### src/sv/lkt_pkg.sv
`default_nettype none

package lkt_pkg;

    // partial keyword state: letters seen so far
    localparam logic [3:0] PK_IDLE = 4'd0;
    localparam logic [3:0] PK_N    = 4'd1;
    localparam logic [3:0] PK_NO   = 4'd2;
    localparam logic [3:0] PK_A    = 4'd3;
    localparam logic [3:0] PK_AN   = 4'd4;
    localparam logic [3:0] PK_O    = 4'd5;
    localparam logic [3:0] PK_X    = 4'd6;
    localparam logic [3:0] PK_XO   = 4'd7;
    localparam logic [3:0] PK_I    = 4'd8;
    localparam logic [3:0] PK_IF   = 4'd9;
    localparam logic [3:0] PK_T    = 4'd10;
    localparam logic [3:0] PK_TH   = 4'd11;
    localparam logic [3:0] PK_THE  = 4'd12;

    // token codes
    localparam logic [3:0] TOK_NONE  = 4'd0;
    localparam logic [3:0] TOK_VAR   = 4'd1;
    localparam logic [3:0] TOK_NOT   = 4'd2;
    localparam logic [3:0] TOK_AND   = 4'd3;
    localparam logic [3:0] TOK_OR    = 4'd4;
    localparam logic [3:0] TOK_XOR   = 4'd5;
    localparam logic [3:0] TOK_IF    = 4'd6;
    localparam logic [3:0] TOK_THEN  = 4'd7;
    localparam logic [3:0] TOK_IFF   = 4'd8;
    localparam logic [3:0] TOK_LPAR  = 4'd9;
    localparam logic [3:0] TOK_RPAR  = 4'd10;

    // characters
    localparam logic [7:0] CH_EOL   = 8'h00;
    localparam logic [7:0] CH_SPACE = 8'h20;
    localparam logic [7:0] CH_LPAR  = 8'h28;
    localparam logic [7:0] CH_RPAR  = 8'h29;
    localparam logic [7:0] CH_A     = 8'h61;
    localparam logic [7:0] CH_D     = 8'h64;
    localparam logic [7:0] CH_E     = 8'h65;
    localparam logic [7:0] CH_F     = 8'h66;
    localparam logic [7:0] CH_H     = 8'h68;
    localparam logic [7:0] CH_I     = 8'h69;
    localparam logic [7:0] CH_N     = 8'h6E;
    localparam logic [7:0] CH_O     = 8'h6F;
    localparam logic [7:0] CH_P     = 8'h70;
    localparam logic [7:0] CH_Q     = 8'h71;
    localparam logic [7:0] CH_R     = 8'h72;
    localparam logic [7:0] CH_S     = 8'h73;
    localparam logic [7:0] CH_T     = 8'h74;
    localparam logic [7:0] CH_X     = 8'h78;

    localparam int unsigned TOK_W = 4;

endpackage

`default_nettype wire

### src/sv/logic_keyword_tokenizer.sv
// Channel   | Dir | tdata                     | tuser
// ----------+-----+---------------------------+------------------
// s (bytes) | in  | [7:0] character           | [0] start_of_line
// m (token) | out | [3:0] token_code, [7:4] 0 | [0] is_error
//
// One byte per cycle sustained while the result is not stalled; a token passes
// the input register, then the result register, on its way to the result port.
// The keyword state updates in the single cycle a byte moves from the input
// register to the result stage, so consecutive bytes never wait on each other.
// Reset (synchronous, active low) empties both registers, clears the partial
// keyword and the halt flag. A stalled result holds the input register, and
// o_s_tready drops only while the input register holds a byte and a stalled
// result blocks it.
`default_nettype none

module logic_keyword_tokenizer
    import lkt_pkg::*;
(
    input  wire logic       i_clk,
    input  wire logic       i_rst_n,
    input  wire logic       i_s_tvalid,
    output logic            o_s_tready,
    input  wire logic [7:0] i_s_tdata,   // [7:0] character
    input  wire logic       i_s_tuser,   // [0] start_of_line
    output logic            o_m_tvalid,
    input  wire logic       i_m_tready,
    output logic [7:0]      o_m_tdata,   // [3:0] token_code, [7:4] zero
    output logic            o_m_tuser    // [0] is_error
);

    logic             r_in_valid;
    logic [7:0]       r_in_char;
    logic             r_in_sol;

    logic [3:0]       r_pk, n_pk;
    logic             r_halted, n_halted;

    logic             r_out_valid;
    logic [TOK_W-1:0] r_out_code;
    logic             r_out_err;

    logic             advance;
    logic [3:0]       pk_cur;
    logic             halt_cur;
    logic             use_exp;
    logic [7:0]       exp_char;
    logic [3:0]       exp_next;
    logic [TOK_W-1:0] exp_code;
    logic             res_valid;
    logic [TOK_W-1:0] res_code;
    logic             res_err;

    assign advance    = r_in_valid && (!r_out_valid || i_m_tready);
    assign o_s_tready = !r_in_valid || advance;

    always_ff @(posedge i_clk) begin
        if (!i_rst_n) begin
            r_in_valid <= 1'b0;
        end else if (o_s_tready) begin
            r_in_valid <= i_s_tvalid;
        end
        if (o_s_tready && i_s_tvalid) begin
            r_in_char <= i_s_tdata;
            r_in_sol  <= i_s_tuser;
        end
    end

    always_comb begin
        pk_cur    = r_in_sol ? PK_IDLE : r_pk;
        halt_cur  = r_in_sol ? 1'b0 : r_halted;
        n_pk      = r_pk;
        n_halted  = r_halted;
        res_valid = 1'b0;
        res_code  = TOK_NONE;
        res_err   = 1'b0;
        use_exp   = 1'b1;
        exp_char  = CH_EOL;
        exp_next  = PK_IDLE;
        exp_code  = TOK_NONE;

        unique case (pk_cur)
            PK_N:    begin exp_char = CH_O; exp_next = PK_NO;  end
            PK_NO:   begin exp_char = CH_T; exp_code = TOK_NOT; end
            PK_A:    begin exp_char = CH_N; exp_next = PK_AN;  end
            PK_AN:   begin exp_char = CH_D; exp_code = TOK_AND; end
            PK_O:    begin exp_char = CH_R; exp_code = TOK_OR;  end
            PK_X:    begin exp_char = CH_O; exp_next = PK_XO;  end
            PK_XO:   begin exp_char = CH_R; exp_code = TOK_XOR; end
            PK_I:    begin exp_char = CH_F; exp_next = PK_IF;  end
            PK_T:    begin exp_char = CH_H; exp_next = PK_TH;  end
            PK_TH:   begin exp_char = CH_E; exp_next = PK_THE; end
            PK_THE:  begin exp_char = CH_N; exp_code = TOK_THEN; end
            default: use_exp = 1'b0;
        endcase

        if (advance) begin
            n_pk     = pk_cur;
            n_halted = halt_cur;
            if (!halt_cur) begin
                if (use_exp) begin
                    if (r_in_char != exp_char) begin
                        res_valid = 1'b1;
                        res_err   = 1'b1;
                        n_halted  = 1'b1;
                        n_pk      = PK_IDLE;
                    end else if (exp_code != TOK_NONE) begin
                        res_valid = 1'b1;
                        res_code  = exp_code;
                        n_pk      = PK_IDLE;
                    end else begin
                        n_pk = exp_next;
                    end
                end else if (pk_cur == PK_IF) begin
                    // "if" is confirmed by the byte after it
                    n_pk      = PK_IDLE;
                    res_valid = 1'b1;
                    priority if (r_in_char == CH_F) begin
                        res_code = TOK_IFF;
                    end else if (r_in_char == CH_SPACE) begin
                        res_code = TOK_IF;
                    end else if (r_in_char == CH_EOL) begin
                        res_code = TOK_IF;
                        n_halted = 1'b1;
                    end else begin
                        res_err  = 1'b1;
                        n_halted = 1'b1;
                    end
                end else begin
                    n_pk = PK_IDLE;
                    unique case (r_in_char)
                        CH_P, CH_Q, CH_R, CH_S: begin
                            res_valid = 1'b1;
                            res_code  = TOK_VAR;
                        end
                        CH_N:     n_pk = PK_N;
                        CH_A:     n_pk = PK_A;
                        CH_O:     n_pk = PK_O;
                        CH_X:     n_pk = PK_X;
                        CH_I:     n_pk = PK_I;
                        CH_T:     n_pk = PK_T;
                        CH_LPAR: begin
                            res_valid = 1'b1;
                            res_code  = TOK_LPAR;
                        end
                        CH_RPAR: begin
                            res_valid = 1'b1;
                            res_code  = TOK_RPAR;
                        end
                        CH_SPACE: ;
                        CH_EOL:   n_halted = 1'b1;
                        default: begin
                            res_valid = 1'b1;
                            res_err   = 1'b1;
                            n_halted  = 1'b1;
                        end
                    endcase
                end
            end
        end
    end

    always_ff @(posedge i_clk) begin
        if (!i_rst_n) begin
            r_pk        <= PK_IDLE;
            r_halted    <= 1'b0;
            r_out_valid <= 1'b0;
        end else begin
            r_pk     <= n_pk;
            r_halted <= n_halted;
            if (res_valid) begin
                r_out_valid <= 1'b1;
            end else if (i_m_tready) begin
                r_out_valid <= 1'b0;
            end
        end
        if (res_valid) begin
            r_out_code <= res_code;
            r_out_err  <= res_err;
        end
    end

    assign o_m_tvalid = r_out_valid;
    assign o_m_tdata  = {{(8 - TOK_W){1'b0}}, r_out_code};
    assign o_m_tuser  = r_out_err;

endmodule

`default_nettype wire

### config.mk
export PLATFORM = sky130hd
export DESIGN_NAME = logic_keyword_tokenizer
export DESIGN_NICKNAME = d
export VERILOG_FILES = /design/src/sv/lkt_pkg.sv /design/src/sv/logic_keyword_tokenizer.sv
export SDC_FILE = /design/constraint.sdc
export NUM_CORES = 1
export LEC_CHECK = 0
export ABC_AREA = 1
export BUFFER_PORTS_ARGS = -buffer_cell sky130_fd_sc_hd__clkbuf_2
export CORE_MARGIN = 1
export CORE_UTILIZATION = 40
export CTS_CLUSTER_DIAMETER = 200
export DETAILED_ROUTE_END_ITERATION = 10
export PLACE_DENSITY_LB_ADDON = 0.05
export SYNTH_ARGS = -nofsm -noshare
export SYNTH_HDL_FRONTEND = slang
export SYNTH_SLANG_ARGS = --single-unit
### constraint.sdc
create_clock -name i_clk -period 2.7 [get_ports i_clk]
set_input_delay 0.27 -clock i_clk [delete_from_list [all_inputs] [get_ports i_clk]]
set_output_delay 0.27 -clock i_clk [all_outputs]
set_load 0.1 [all_outputs]
Word-level counts from Yosys, hierarchy flattened
Index checks and enable logic that the tools add are counted.
Storage, ports and cells
  flip-flop bits (word level): 21
  latch bits: 0
  bits in writable memories: 0
  ROM bits: 0
  input bits: 13
  output and inout bits: 11
  logic and storage cells: 96
  memories: 0
Operators by class
  $add $sub $neg: 0
  $mul: 0
  divide/modulo/power cells: 0
  $lt $le $gt $ge: 0
  eq/ne operators: 27
  shifts and indexed selects: 0
  mux-type cells: 42
  bitwise operators: 1
  reduce and logical (&&, ||, !) cells: 18
Operators by type and width (count)
  $eq 8x7->1 const B: 11
  $pmux 7 s8: 1
  $pmux 4 s6: 2
  $mux 4: 11
  $eq 8x6->1 const B: 3
  $mux 1: 24
  $eq 4x4->1 const B: 5
  $eq 4x3->1 const B: 4
  $pmux 3 s5: 1
  $reduce_or 14->1: 1
  $reduce_or 13->1: 1
  $pmux 4 s3: 1
  $reduce_or 11->1: 1
  $eq 4x2->1 const B: 2
  $logic_not 8->1: 1
  $ne 8x8->1: 1
  $reduce_or 2->1: 4
  $reduce_or 8->1: 1
  $mux 3: 2
  $eq 4x1->1 const B: 1
  $reduce_bool 4->1: 1
  $reduce_or 4->1: 1
  $logic_and 1x1->1: 2
  $logic_not 1->1: 2
  3 further kinds: 4

Depth between registers and ports, before layout
  word-level depth: 10
  mapped depth: 15
  gate-level depth less buffers: 15

Worst setup path after synthesis
Ideal clock, no wire load.
  path type: reg-to-reg
  start: register r_out_valid, in the netlist o_m_tvalid
  end: register r_in_char[0] (enable)
  setup time: 0.284 ns
  arrival: 2.473 ns
  required time: 2.416 ns
  setup slack: -0.057 ns
  stages on the path, launching flop included: 4
  buffers on the path: 0
  clock period less this slack: 2.757 ns
  cells stage by stage: dfxtp_1 -> nand3_1 -> nand2_1 -> inv_1
Between the ends
  cells in the longest elaborated chain, start to end: 5
RTL lines
  from (decl): RTL line logic_keyword_tokenizer.sv:38  | logic r_out_valid;
  from (signal assigned): RTL line logic_keyword_tokenizer.sv:166  | r_out_valid <= 1'b0;
  from (signal assigned): RTL line logic_keyword_tokenizer.sv:171  | r_out_valid <= 1'b1;
  from (signal assigned): RTL line logic_keyword_tokenizer.sv:173  | r_out_valid <= 1'b0;
  $logic_not 1->1: RTL line logic_keyword_tokenizer.sv:53  | assign advance = r_in_valid && (!r_out_valid || i_m_tready);
  $logic_or 1x1->1: RTL line logic_keyword_tokenizer.sv:53
  $logic_and 1x1->1: RTL line logic_keyword_tokenizer.sv:53
  $logic_or 1x1->1: RTL line logic_keyword_tokenizer.sv:54  | assign o_s_tready = !r_in_valid || advance;
  named net o_s_tready: RTL line logic_keyword_tokenizer.sv:22  | output logic o_s_tready,
  $logic_and 1x1->1: RTL line logic_keyword_tokenizer.sv:62  | if (o_s_tready && i_s_tvalid) begin
  to (signal assigned): RTL line logic_keyword_tokenizer.sv:63  | r_in_char <= i_s_tdata;
  to (decl): RTL line logic_keyword_tokenizer.sv:32  | logic [7:0] r_in_char;
The timed path passes the listed nets, and every way through them passes these cells.
A chain may end at the register's enable or synchronous reset.

Worst setup path in the final report
  start: register r_in_sol
  end: register r_out_code[1] (enable)
Between the ends
  cells in the longest elaborated chain, start to end: 9
  elaborated cells between the ends (all ways): 29
  classes of those cells: eq/ne: 13; mux: 11; reduce/logical: 5
RTL lines
  from (decl): RTL line logic_keyword_tokenizer.sv:33  | logic r_in_sol;
  from (signal assigned): RTL line logic_keyword_tokenizer.sv:64  | r_in_sol <= i_s_tuser;
  $mux 4: RTL line logic_keyword_tokenizer.sv:69  | pk_cur = r_in_sol ? PK_IDLE : r_pk;
  $eq 4x4->1 (tied with other cells): RTL line logic_keyword_tokenizer.sv:81  | unique case (pk_cur)
  $reduce_or 2->1 (no source line) or $pmux 3 s5 (tied branches)
  $pmux 7 s8 or $reduce_bool 4->1 (tied branches): RTL line logic_keyword_tokenizer.sv:81, logic_keyword_tokenizer.sv:106
  $ne 8x8->1 or $mux 1 (tied branches): RTL line logic_keyword_tokenizer.sv:101, logic_keyword_tokenizer.sv:106
  $mux 1: RTL line logic_keyword_tokenizer.sv:101  | if (r_in_char != exp_char) begin
  $mux 1: RTL line logic_keyword_tokenizer.sv:100  | if (use_exp) begin
  $mux 1 (*): RTL line logic_keyword_tokenizer.sv:99  | if (!halt_cur) begin
  $mux 1 (*): RTL line logic_keyword_tokenizer.sv:96  | if (advance) begin
  named net res_valid: RTL line logic_keyword_tokenizer.sv:49  | logic res_valid;
  to (signal assigned): RTL line logic_keyword_tokenizer.sv:177  | r_out_code <= res_code;
  to (decl): RTL line logic_keyword_tokenizer.sv:39  | logic [TOK_W-1:0] r_out_code;
Mark *: on every way through the listed nets, which the timed path passes. The rest lies on a longest branch.

==> flow_summary.ini <==
[route]
drt-wirelength-per-cell_um = 12.7
wirelength_um = 3670
drc = 0
dr_total_vias = 1510
drt-initial-drc-count = 109
drtPass1Iterations = 5
ant_nets = 0
vias_per_cell = 5.21

[sta]
fin_tns_setup_ns = 0
clock.fmax_mhz = 461
worst_clock_skew_ns = 0.00170
finalHoldViolations = 0
setup_viol = 0
slew_viol_final = 0
max_slew_margin_pct = 61.3
timing.final.crit_share_pct = 80.4
fin_crit_ns = 2.17
rsz0062_at_grt = false
worstMarginPinSlew_ns = 0.576

[logic_synthesis]
ys_warn_count = 0
postSynthAreaPerCell_um2 = 6.82
synth_top_area_share_pct = 27.8
synth_ff_type = edfxtp_1
synth_edf_count = 14
synth_seq_cells = 21
netlist_area_mm2 = 0.00151
synthDistinctLibCells = 26
yosysMostFrequentCell = nand2_1
syn_inst = 222
synth_seq_area_share_pct = 37.0
yosysTopAreaCell = edfxtp_1
synthTopCellsByCount = 53 x nand2_1, 27 x inv_1, 27 x nand3_1
ys_async_sr_fraction_pct = 0
synth_area_leaders = edfxtp_1 28%, nand2_1 13%, dfxtp_1 9.3%, nand3_1 8.9%, inv_1 6.7%

[global_route]
grt_pass1_vias = 1366
use_met1_pct = 25.2
grt_pass1_wl_um = 6110
grt_util_all_layers_pct = 19.4
use_met2_pct = 32.6
grt.busiest_layer = met2
gr-usage-met3_pct = 3.80
grt_overflow = 0
grt_max_degree = 13
antenna_found_initial = 0

[placed_design]
gp_congestion = 0.876
dpl.hpwl_um = 2970
dp.cells = 286
io_buffer_count = 19

[cts]
cts-resized-gates = 0
cts.hold.buffers_added = 0
cts_max_level = 1
cts_tree = built
cts_made_buffers = 3
cts_sinks = 21
clock_latency_ns = 0.26
clk_pin_slew_ns = 0.08
postCtsSetupBuffers = 0
cts_buffer_depth = 2
clockRootBuffer = clkbuf_8

[die]
die_area_mm2 = 0.00403
rows = 21
io_pins = 24
start_util_pct = 43.7
die_x_um = 63.5
coreArea_mm2 = 0.00347
die_h_um = 63.5

[worst_hold_path]
min_path_type = in -> reg

[critical_path]
worstSetupEndpointType = register
path_max_fanout = 9
cp.required_ns = 2.66
startpoint_type = register
cp.arrival_ns = 2.13
critical_path_class = reg -> reg

[pwr]
switching_share_pct = 35.3
seqPwrFrac_pct = 48.2
powerDensity_mw_per_mm2 = 467
p_total_w = 0.000794
p_leak_nw = 0.852
power.share.clock_pct = 26.1
p_int_w = 0.000514
combPwrFrac_pct = 25.7
switching_power_w = 0.000281
ir_drop_v = 0.000300

[job]
drv_cap = 0

[final_layout]
antenna_cells = 0
multi_input_comb_area_um2 = 823
stdcell_count = 290
layout-area-overhead-vs-synth_pct = 12.2
fill_cells = 358
final_layout_size_suffix_gt1_share_pct = 18.9
nNetsFinal = 258
utilization_pct = 49.0
regArea_um2 = 561

[status]
outcome = finished, final reports clean
==> routing by layer <==
metal | vias up | wire, µm
met5 | - | 0
met4 | 0 | 57
met3 | 6 | 268
met2 | 83 | 1690
met1 | 650 | 1660
li1 | 771 | -
==> kinds of logic after synthesis <==
logic type,after synthesis,share of synthesized area [%]
AOI/OAI and AO/OA,27,10.3
buffers and inverters,35,9.67
DFF,21,37.0
and+or+nand+nor,138,42.7
other,1,0.248
==> sequential cells by signal, indices dropped and copies added, names as in the netlist <==
signal and flops:
r_pk 4, r_halted 1, r_out_code 4, r_in_sol 1, o_m_tuser 1, r_in_char 8
o_m_tvalid 1, r_in_valid 1
==> power groups by stage <==
stage	Sequential [W]	Clock (W)	Combinational [W]
after floorplan	0.000424	0	0.000131
after global placement	0.000391	0	0.000204
after detailed placement	0.000390	0	0.000203
after CTS	0.000383	0.000211	0.000203
after global routing	0.000386	0.000221	0.000222
final	0.000383	0.000207	0.000204
==> area by class of cell <==
class / instances / area share, %
Sequential cell: 21 / 33.0
Multi-Input combinational cell: 169 / 48.5
Clock buffer: 3 / 2.43
Timing Repair Buffer: 19 / 5.60
Tap cell: 46 / 3.39
Inverter: 31 / 6.85
Clock inverter: 1 / 0.295
==> worst max-delay path, cell delays in order (launching register included) <==
cell,delay [ns]
edfxtp_1,0.42
inv_2,0.18
nand2_1,0.09
nor2_1,0.23
nand2_1,0.16
nand3_1,0.12
nor2_1,0.05
nor2_1,0.09
nor2_1,0.05
nand2_1,0.11
nor2_4,0.06
nand4_1,0.07
nand2_1,0.08
inv_1,0.16
==> cell usage in the layout (no fill, tap or decap), drive strengths merged, types with 7 or more instances in the layout <==
cell type,n
a21oi,13
clkbuf,22
dfxtp,7
edfxtp,14
inv,31
nand2,62
nand3,28
nand4,9
nor2,31
nor3,7
o21ai,9
==> metrics by stage <==
| stage | hold slack, ns | cell area [µm²] | worst slack (ns) |
|---|---|---|---|
| after global routing | 0.171 | 1700 | 0.294 |
| after CTS | 0.173 | 1700 | 0.565 |
| after detailed placement | 0.449 | 1650 | 0.575 |
| after global placement | 0.447 | 1650 | 0.593 |
| final | 0.179 | 1700 | 0.530 |
| after floorplan | 0.369 | 1530 | 0.309 |
==> final timing paths <==
path,from,endpoint,slack [ns],depth (start not counted)
min reg2reg,r_in_valid$_SDFFE_PN0N_,r_in_valid$_SDFFE_PN0N_,0.53,2
max,r_in_sol$_DFFE_PP_,r_out_code[1]$_SDFFCE_PP0P_,0.53,13
max reg2reg,r_in_sol$_DFFE_PP_,r_out_code[1]$_SDFFCE_PP0P_,0.53,13
min,i_s_tdata[7],r_in_char[7]$_DFFE_PP_,0.18,1
Power figures use the tool's default switching activity.
